File: config.mk
export PLATFORM = sky130hd
export DESIGN_NAME = fraction_add_subtract
export DESIGN_NICKNAME = d
export VERILOG_FILES = /design/src/hdl/fas_pkg.sv /design/src/hdl/fraction_add_subtract.sv /design/src/hdl/fas_divider.sv /design/src/hdl/fas_datapath.sv /design/src/hdl/fas_ctrl.sv
export SDC_FILE = /design/constraint.sdc
export NUM_CORES = 1
export LEC_CHECK = 0
export ABC_AREA = 0
export BUFFER_PORTS_ARGS = -buffer_cell sky130_fd_sc_hd__buf_2
export CORE_UTILIZATION = 55
export CTS_CLUSTER_SIZE = 20
export DETAILED_ROUTE_END_ITERATION = 10
export PLACE_DENSITY = 0.73
export SYNTH_ARGS = -nofsm -noshare
export SYNTH_HDL_FRONTEND = slang
export SYNTH_SLANG_ARGS = --single-unit
File: constraint.sdc
create_clock -name clk -period 18.7 [get_ports clk]
set_input_delay 1.87 -clock clk [delete_from_list [all_inputs] [get_ports clk]]
set_output_delay 1.87 -clock clk [all_outputs]
set_load 0.005 [all_outputs]
File: src/hdl/fas_pkg.sv
package fas_pkg;

    localparam int OPERAND_WIDTH_DEF = 16;

    typedef enum logic [3:0] {
        ST_IDLE,
        ST_CHECK,
        ST_GCD_TEST,
        ST_GCD_WAIT,
        ST_Q1_WAIT,
        ST_Q2_WAIT,
        ST_MUL_L,
        ST_MUL_T1,
        ST_MUL_T2,
        ST_SUM,
        ST_DONE
    } fas_state_t;

    typedef enum logic [1:0] {
        DIV_GCD,
        DIV_Q1,
        DIV_Q2
    } fas_div_sel_t;

    typedef enum logic [1:0] {
        MUL_L,
        MUL_T1,
        MUL_T2
    } fas_mul_sel_t;

    typedef struct packed {
        logic         load;
        logic         fail;
        logic         div_start;
        fas_div_sel_t div_sel;
        logic         gcd_step;
        logic         q1_latch;
        logic         q2_latch;
        logic         mul_en;
        fas_mul_sel_t mul_sel;
        logic         sum;
    } fas_cmd_t;

    typedef struct packed {
        logic den_zero;
        logic b_zero;
        logic div_done;
    } fas_status_t;

endpackage

File: src/hdl/fraction_add_subtract.sv
// Adds or subtracts two signed fractions over the common denominator
// l = d1*d2/g without reducing the result; g comes from a Euclid loop and
// is negative only when d2 is negative and divides d1 exactly. A zero
// denominator gives status 1 with both result fields zero. One item is
// worked at a time: a shared radix-2 divider is used once per Euclid step
// and twice more for the quotients, then three multiplies give l, the left
// term and, with the add or subtract, the numerator.
module fraction_add_subtract
    import fas_pkg::*;
#(
    parameter int OPERAND_WIDTH = OPERAND_WIDTH_DEF
)
(
    input  logic                             clk,
    input  logic                             rst_n,
    input  logic                             in_valid,
    output logic                             in_stall,
    input  logic                             command,
    input  logic signed [OPERAND_WIDTH-1:0]  left_numerator,
    input  logic signed [OPERAND_WIDTH-1:0]  left_denominator,
    input  logic signed [OPERAND_WIDTH-1:0]  right_numerator,
    input  logic signed [OPERAND_WIDTH-1:0]  right_denominator,
    output logic                             out_valid,
    input  logic                             out_stall,
    output logic signed [2*OPERAND_WIDTH:0]  result_numerator,
    output logic signed [2*OPERAND_WIDTH-1:0] result_denominator,
    output logic                             status
);

    fas_cmd_t    cmd;
    fas_status_t stat;

    fas_ctrl u_ctrl (
        .clk       (clk),
        .rst_n     (rst_n),
        .in_valid  (in_valid),
        .in_stall  (in_stall),
        .out_valid (out_valid),
        .out_stall (out_stall),
        .stat      (stat),
        .cmd       (cmd)
    );

    fas_datapath #(.W(OPERAND_WIDTH)) u_dp (
        .clk                (clk),
        .rst_n              (rst_n),
        .cmd                (cmd),
        .stat               (stat),
        .command            (command),
        .left_numerator     (left_numerator),
        .left_denominator   (left_denominator),
        .right_numerator    (right_numerator),
        .right_denominator  (right_denominator),
        .result_numerator   (result_numerator),
        .result_denominator (result_denominator),
        .status             (status)
    );

endmodule

File: src/hdl/fas_divider.sv
module fas_divider
    import fas_pkg::*;
#(
    parameter int W = OPERAND_WIDTH_DEF
)
(
    input  logic         clk,
    input  logic         rst_n,
    input  logic         start,
    input  logic [W-1:0] dividend,
    input  logic [W-1:0] divisor,
    output logic         done,
    output logic [W-1:0] quotient,
    output logic [W-1:0] remainder
);

    localparam int CW = $clog2(W + 1);

    logic          busy_reg;
    logic          done_reg;
    logic [CW-1:0] cnt_reg;
    logic [W-1:0]  rem_reg;
    logic [W-1:0]  quo_reg;
    logic [W-1:0]  dsr_reg;
    logic [W:0]    rem_sh;
    logic [W:0]    diff;
    logic [W-1:0]  rem_next;
    logic [W-1:0]  quo_next;

    always_comb
    begin
        rem_sh   = {rem_reg, quo_reg[W-1]};
        diff     = rem_sh - {1'b0, dsr_reg};
        rem_next = diff[W] ? rem_sh[W-1:0] : diff[W-1:0];
        quo_next = {quo_reg[W-2:0], ~diff[W]};
    end

    always_ff @(posedge clk or negedge rst_n)
    begin
        if (!rst_n)
        begin
            busy_reg <= 1'b0;
            done_reg <= 1'b0;
            cnt_reg  <= '0;
        end
        else
        begin
            done_reg <= 1'b0;
            if (start)
            begin
                busy_reg <= 1'b1;
                cnt_reg  <= '0;
            end
            else if (busy_reg)
            begin
                cnt_reg <= cnt_reg + 1'b1;
                if (cnt_reg == CW'(W - 1))
                begin
                    busy_reg <= 1'b0;
                    done_reg <= 1'b1;
                end
            end
        end
    end

    always_ff @(posedge clk)
    begin
        if (start)
        begin
            rem_reg <= '0;
            quo_reg <= dividend;
            dsr_reg <= divisor;
        end
        else if (busy_reg)
        begin
            rem_reg <= rem_next;
            quo_reg <= quo_next;
        end
    end

    assign done      = done_reg;
    assign quotient  = quo_reg;
    assign remainder = rem_reg;

endmodule

File: src/hdl/fas_datapath.sv
module fas_datapath
    import fas_pkg::*;
#(
    parameter int W = OPERAND_WIDTH_DEF
)
(
    input  logic                 clk,
    input  logic                 rst_n,
    input  fas_cmd_t             cmd,
    output fas_status_t          stat,
    input  logic                 command,
    input  logic signed [W-1:0]  left_numerator,
    input  logic signed [W-1:0]  left_denominator,
    input  logic signed [W-1:0]  right_numerator,
    input  logic signed [W-1:0]  right_denominator,
    output logic signed [2*W:0]  result_numerator,
    output logic signed [2*W-1:0] result_denominator,
    output logic                 status
);

    logic                  sub_reg;
    logic signed [W-1:0]   n1_reg, d1_reg, n2_reg, d2_reg;
    logic [W-1:0]          a_reg, b_reg;
    logic                  first_reg, exact_reg;
    logic signed [W:0]     q1_reg, q2_reg;
    logic signed [2*W:0]   t1_reg;
    logic signed [2*W-1:0] l_reg;
    logic signed [2*W:0]   num_reg;
    logic                  status_reg;

    logic [W-1:0]          d1_mag, d2_mag;
    logic [W-1:0]          div_a, div_b, quo, rem;
    logic                  div_done;
    logic                  g_neg, q_neg;
    logic signed [W:0]     q_signed;
    logic signed [W:0]     mul_a, mul_b;
    logic signed [2*W+1:0] prod;

    assign d1_mag = d1_reg[W-1] ? W'(-d1_reg) : W'(d1_reg);
    assign d2_mag = d2_reg[W-1] ? W'(-d2_reg) : W'(d2_reg);
    assign g_neg  = exact_reg & d2_reg[W-1];

    always_comb
    begin
        unique case (cmd.div_sel)
            DIV_GCD:
            begin
                div_a = a_reg;
                div_b = b_reg;
            end
            DIV_Q1:
            begin
                div_a = d1_mag;
                div_b = a_reg;
            end
            default:
            begin
                div_a = d2_mag;
                div_b = a_reg;
            end
        endcase
    end

    fas_divider #(.W(W)) u_div (
        .clk       (clk),
        .rst_n     (rst_n),
        .start     (cmd.div_start),
        .dividend  (div_a),
        .divisor   (div_b),
        .done      (div_done),
        .quotient  (quo),
        .remainder (rem)
    );

    always_comb
    begin
        q_neg    = (cmd.q1_latch ? d1_reg[W-1] : d2_reg[W-1]) ^ g_neg;
        q_signed = q_neg ? -$signed({1'b0, quo}) : $signed({1'b0, quo});
    end

    always_comb
    begin
        unique case (cmd.mul_sel)
            MUL_L:
            begin
                mul_a = (W+1)'(d1_reg);
                mul_b = q2_reg;
            end
            MUL_T1:
            begin
                mul_a = (W+1)'(n1_reg);
                mul_b = q2_reg;
            end
            default:
            begin
                mul_a = (W+1)'(n2_reg);
                mul_b = q1_reg;
            end
        endcase
        prod = mul_a * mul_b;
    end

    always_ff @(posedge clk or negedge rst_n)
    begin
        if (!rst_n)
        begin
            first_reg  <= 1'b0;
            exact_reg  <= 1'b0;
            status_reg <= 1'b0;
        end
        else
        begin
            if (cmd.load)
            begin
                first_reg <= 1'b1;
                exact_reg <= 1'b0;
            end
            else if (cmd.gcd_step && first_reg)
            begin
                first_reg <= 1'b0;
                exact_reg <= (rem == '0);
            end
            if (cmd.fail)
            begin
                status_reg <= 1'b1;
            end
            else if (cmd.sum)
            begin
                status_reg <= 1'b0;
            end
        end
    end

    always_ff @(posedge clk)
    begin
        if (cmd.load)
        begin
            sub_reg <= command;
            n1_reg  <= left_numerator;
            d1_reg  <= left_denominator;
            n2_reg  <= right_numerator;
            d2_reg  <= right_denominator;
        end
        if (cmd.load)
        begin
            a_reg <= left_denominator[W-1] ? W'(-left_denominator) : W'(left_denominator);
            b_reg <= right_denominator[W-1] ? W'(-right_denominator)
                                            : W'(right_denominator);
        end
        else if (cmd.gcd_step)
        begin
            a_reg <= b_reg;
            b_reg <= rem;
        end
        if (cmd.q1_latch)
        begin
            q1_reg <= q_signed;
        end
        if (cmd.q2_latch)
        begin
            q2_reg <= q_signed;
        end
        if (cmd.mul_en)
        begin
            unique case (cmd.mul_sel)
                MUL_L:   l_reg  <= prod[2*W-1:0];
                MUL_T1:  t1_reg <= prod[2*W:0];
                default: num_reg <= sub_reg ? t1_reg - prod[2*W:0]
                                            : t1_reg + prod[2*W:0];
            endcase
        end
        if (cmd.fail)
        begin
            l_reg   <= '0;
            num_reg <= '0;
        end
    end

    assign stat.den_zero = (d1_reg == '0) || (d2_reg == '0);
    assign stat.b_zero   = (b_reg == '0);
    assign stat.div_done = div_done;

    assign result_numerator   = num_reg;
    assign result_denominator = l_reg;
    assign status             = status_reg;

endmodule

File: src/hdl/fas_ctrl.sv
module fas_ctrl
    import fas_pkg::*;
(
    input  logic        clk,
    input  logic        rst_n,
    input  logic        in_valid,
    output logic        in_stall,
    output logic        out_valid,
    input  logic        out_stall,
    input  fas_status_t stat,
    output fas_cmd_t    cmd
);

    fas_state_t state_reg, state_next;

    always_ff @(posedge clk or negedge rst_n)
    begin
        if (!rst_n)
        begin
            state_reg <= ST_IDLE;
        end
        else
        begin
            state_reg <= state_next;
        end
    end

    always_comb
    begin
        state_next  = state_reg;
        cmd         = '0;
        cmd.div_sel = DIV_GCD;
        cmd.mul_sel = MUL_L;
        in_stall    = 1'b1;
        out_valid   = 1'b0;
        unique case (state_reg)
            ST_IDLE:
            begin
                in_stall = 1'b0;
                if (in_valid)
                begin
                    cmd.load   = 1'b1;
                    state_next = ST_CHECK;
                end
            end
            ST_CHECK:
            begin
                if (stat.den_zero)
                begin
                    cmd.fail   = 1'b1;
                    state_next = ST_DONE;
                end
                else
                begin
                    state_next = ST_GCD_TEST;
                end
            end
            ST_GCD_TEST:
            begin
                cmd.div_start = 1'b1;
                if (stat.b_zero)
                begin
                    cmd.div_sel = DIV_Q1;
                    state_next  = ST_Q1_WAIT;
                end
                else
                begin
                    state_next = ST_GCD_WAIT;
                end
            end
            ST_GCD_WAIT:
            begin
                if (stat.div_done)
                begin
                    cmd.gcd_step = 1'b1;
                    state_next   = ST_GCD_TEST;
                end
            end
            ST_Q1_WAIT:
            begin
                if (stat.div_done)
                begin
                    cmd.q1_latch  = 1'b1;
                    cmd.div_start = 1'b1;
                    cmd.div_sel   = DIV_Q2;
                    state_next    = ST_Q2_WAIT;
                end
            end
            ST_Q2_WAIT:
            begin
                if (stat.div_done)
                begin
                    cmd.q2_latch = 1'b1;
                    state_next   = ST_MUL_L;
                end
            end
            ST_MUL_L:
            begin
                cmd.mul_en  = 1'b1;
                cmd.mul_sel = MUL_L;
                state_next  = ST_MUL_T1;
            end
            ST_MUL_T1:
            begin
                cmd.mul_en  = 1'b1;
                cmd.mul_sel = MUL_T1;
                state_next  = ST_MUL_T2;
            end
            ST_MUL_T2:
            begin
                cmd.mul_en  = 1'b1;
                cmd.mul_sel = MUL_T2;
                state_next  = ST_SUM;
            end
            ST_SUM:
            begin
                cmd.sum    = 1'b1;
                state_next = ST_DONE;
            end
            ST_DONE:
            begin
                out_valid = 1'b1;
                if (!out_stall)
                begin
                    state_next = ST_IDLE;
                end
            end
            default:
            begin
                state_next = ST_IDLE;
            end
        endcase
    end

endmodule

==> impl_metrics.env <==
export IMPL_outcome="finished, violations left"
export IMPL_violations="DRC"
export IMPL_drv_slew=0
export IMPL_synthSimpleGateAreaFrac_pct=15.3
export IMPL_port_buffers=136
export IMPL_cts_made_buffers=34
export IMPL_hold_violations=0
export IMPL_routedWlPerCell_um=19.2
export IMPL_drive_gt1_share_pct=8.58
export IMPL_num_vias=20600
export IMPL_worstSetupPathType="reg -> reg"
export IMPL_die_h_um=221
export IMPL_synth_area_mux_share_pct=2.10
export IMPL_slowest_delay_ns=1.04
export IMPL_start_kind="register"
export IMPL_clkTransAtPathRegs_ns=0.06
export IMPL_path_buf_inv=5
export IMPL_synth_edff_count=196
export IMPL_grt_max_degree=69
export IMPL_worstSkewPairLatency_ns=0.56
export IMPL_worstPathRequired_ns=19.12
export IMPL_initial_utilization_pct=56.1
export IMPL_r2r_end="u_dp.result_numerator[32]$_SDFFE_PP0P_"
export IMPL_cp_num_cells=37
export IMPL_reg2reg_depth=37
export IMPL_rsz0062_at_grt="no"
export IMPL_grt_use_total_pct=29.1
export IMPL_synthArstFlopShare_pct=4.81
export IMPL_critPathMaxFanout=56
export IMPL_cp_endpoint="u_dp.result_numerator[32]$_SDFFE_PP0P_"
export IMPL_ys_types=84
export IMPL_synthesis_area_um2=26300
export IMPL_grt_pass1_wl_um=109000
export IMPL_yosysTopAreaCell="edfxtp_1"
export IMPL_cp_slowest_cell="mux2i_1"
export IMPL_setup_violations=0
export IMPL_fin_tns_setup_ns=0
export IMPL_hp_class="reg -> reg"
export IMPL_drv_cap=0
export IMPL_synth_compound_area_share_pct=11.2
export IMPL_die_w_um=221
export IMPL_min_period_ns=11.10
export IMPL_routabilityCongestion=0.998
export IMPL_cts_tree="done"
export IMPL_synth_top_family_by_area="adder cells"
export IMPL_synth_flop_cell="edfxtp_1"
export IMPL_syn_inst=2856
export IMPL_critPathCaptureType="register"
export IMPL_crit_path_start="u_ctrl.state_reg[1]$_DFFE_PN0P_"
export IMPL_root_buffer="clkbuf_16"
export IMPL_r2r_setup_slack_ns=7.60
export IMPL_vias_per_cell=5.76
export IMPL_post_cts_resized=0
export IMPL_synth_area_top_cells="edfxtp_1 22%, fa_1 22%, ha_1 6.7%, dfxtp_1 6.2%, inv_1 6.0%"
export IMPL_drc_errors=5
export IMPL_antenna_found_initial=0
export IMPL_arrival_ns=11.53
export IMPL_cts_setup_buffers=0
export IMPL_critPathMostFrequentCell="fa_1"
export IMPL_clock_path_buffers=3
export IMPL_die_area_um2=48700
export IMPL_synth_nets=3348
export IMPL_rows=79
export IMPL_core_area_um2=46900
export IMPL_grt_overflow_total=0
export IMPL_antenna_cells=0
export IMPL_tightestPinTransition_ns=1.19
export IMPL_firstDrtPassIters=8
export IMPL_yosysWarningCount=0
export IMPL_critical_path_top_delay_family="adder cells"
export IMPL_synth_avg_cell_area_um2=9.20
export IMPL_cts_hold_buf=0
export IMPL_ioPinCount=137
export IMPL_hpwl_um=54200
export IMPL_netlist_area_leader_share_pct=22.4
export IMPL_skew_ns=0.0239
export IMPL_ys_seq_area_share_pct=29.9
export IMPL_ant_nets=0
export IMPL_htreeDepth=2
export IMPL_rr_startpoint="u_ctrl.state_reg[1]$_DFFE_PN0P_"
export IMPL_dr_first_iter_drc_count=1577
export IMPL_grt_pass1_vias=20700
export IMPL_area_growth_syn_to_layout_pct=9.03
export IMPL_ys_ff_latch=291
export IMPL_fin_crit_sh_pct=59.4
export IMPL_slew_headroom_pct=18.1
export IMPL_synthAdderAreaFrac_pct=28.2
export IMPL_finalNetCount=3440
export IMPL_clock_sinks=291
export IMPL_routed_wl_um=68800
export IMPL_max_freq_mhz=90.1
export IMPL_yosys_area_share_xor_xnor_pct=5.60
[routing by layer]
metal  track usage [%]  routed length (µm)  vias up
met5                 0                   0        -
met4              15.5                3920        0
met3              3.37                3490      199
met2              52.0               34900      691
met1              34.2               26500    10200
li1                  -                   -     9563
[Yosys cell counts, types with 17 or more instances]
master      n
o21ai_1    17
and3_1     17
edfxtp_1  196
ha_1      140
a211oi_1   29
xor2_1     66
mux2i_1    54
o21a_1     21
a21o_1     23
a21oi_1   158
xnor2_1   102
nand2b_1   27
clkbuf_1   91
nor3_1     32
nor2_1    326
fa_1      283
o31ai_1    17
nand3_1    28
o21ai_0   102
inv_1     422
a31oi_1    18
dfxtp_1    81
nand2_1   375
[logic make-up (layout without fill, tap and decap cells)]
| group | after synthesis | count (layout) |
|---|---|---|
| flip-flops | 291 | 291 |
| buffers and inverters | 532 | 647 |
| XOR/XNOR | 168 | 168 |
| AO/OA/AOI/OAI | 473 | 473 |
| multiplexers | 55 | 55 |
| adder cells (fa/ha/maj) | 423 | 423 |
| AND/OR/NAND/NOR | 914 | 914 |
[metrics by stage]
| step | instances | instance area (µm²) | worst slack, ns | utilization [%] | hold WS [ns] |
|---|---|---|---|---|---|
| 6_report | 3578 | 28700 | 7.60 | 61.2 | 0.449 |
| 3_3_place_gp | 3519 | 27500 | 8.04 | 58.8 | 0.437 |
| 2_1_floorplan | 2856 | 26300 | 8.81 | - | 0.447 |
| 4_1_cts | 3578 | 28700 | 7.70 | 61.2 | 0.452 |
| 3_5_place_dp | 3519 | 27500 | 7.74 | 58.8 | 0.443 |
| 5_1_grt | 3578 | 28700 | 6.96 | 61.2 | 0.468 |
[area by class of cell]
| class | instances | area [µm²] |
|---|---|---|
| Fill cell | 4001 | 18200 |
| Multi-Input combinational cell | 2033 | 16400 |
| Sequential cell | 291 | 7860 |
| Inverter | 424 | 1590 |
| Clock buffer | 40 | 905 |
| Timing Repair Buffer | 164 | 891 |
| Tap cell | 607 | 759 |
| Clock inverter | 19 | 221 |
[worst min path at each step]
| stage | cells past startpoint | slack [ns] | from | to |
|---|---|---|---|---|
| 2_1_floorplan | 2 | 0.45 | u_dp.first_reg$_DFFE_PN0P_ | u_dp.first_reg$_DFFE_PN0P_ |
| 3_3_place_gp | 2 | 0.44 | u_dp.result_numerator[6]$_SDFFE_PP0P_ | u_dp.result_numerator[6]$_SDFFE_PP0P_ |
| 3_5_place_dp | 2 | 0.44 | u_dp.result_denominator[7]$_SDFFE_PP0P_ | u_dp.result_denominator[7]$_SDFFE_PP0P_ |
| 4_1_cts | 2 | 0.45 | u_dp.result_denominator[7]$_SDFFE_PP0P_ | u_dp.result_denominator[7]$_SDFFE_PP0P_ |
| 5_1_grt | 2 | 0.47 | u_dp.result_denominator[7]$_SDFFE_PP0P_ | u_dp.result_denominator[7]$_SDFFE_PP0P_ |
| 6_report | 2 | 0.45 | u_dp.result_denominator[7]$_SDFFE_PP0P_ | u_dp.result_denominator[7]$_SDFFE_PP0P_ |
[cells in the final DEF, fill, tap and decap left out, types with 16 or more instances in the layout]
cell type,netlist,routed
inv_1,422,421
nand2_1,375,374
nor2_1,326,326
fa_1,283,283
edfxtp_1,196,196
a21oi_1,158,158
ha_1,140,140
buf_2,4,136
o21ai_0,102,102
xnor2_1,102,101
dfxtp_1,81,81
xor2_1,66,66
mux2i_1,54,54
clkbuf_16,0,35
nor3_1,32,31
a211oi_1,29,29
buf_4,3,28
nand2b_1,27,27
nand3_1,28,27
a21o_1,23,23
o21a_1,21,21
and3_1,17,17
o21ai_1,17,17
a31oi_1,18,17
o31ai_1,17,17
nor2b_1,16,16
[tightest hold or removal path: cells and delay by family (launching register included)]
family | cells | cell delay (ns)
compound gates | 1 | 0.05
simple gates | 1 | 0.05
flops | 1 | 0.30
Power is not shown: default switching activity piles up to over one toggle a cycle in this logic, so the estimate is an artifact.
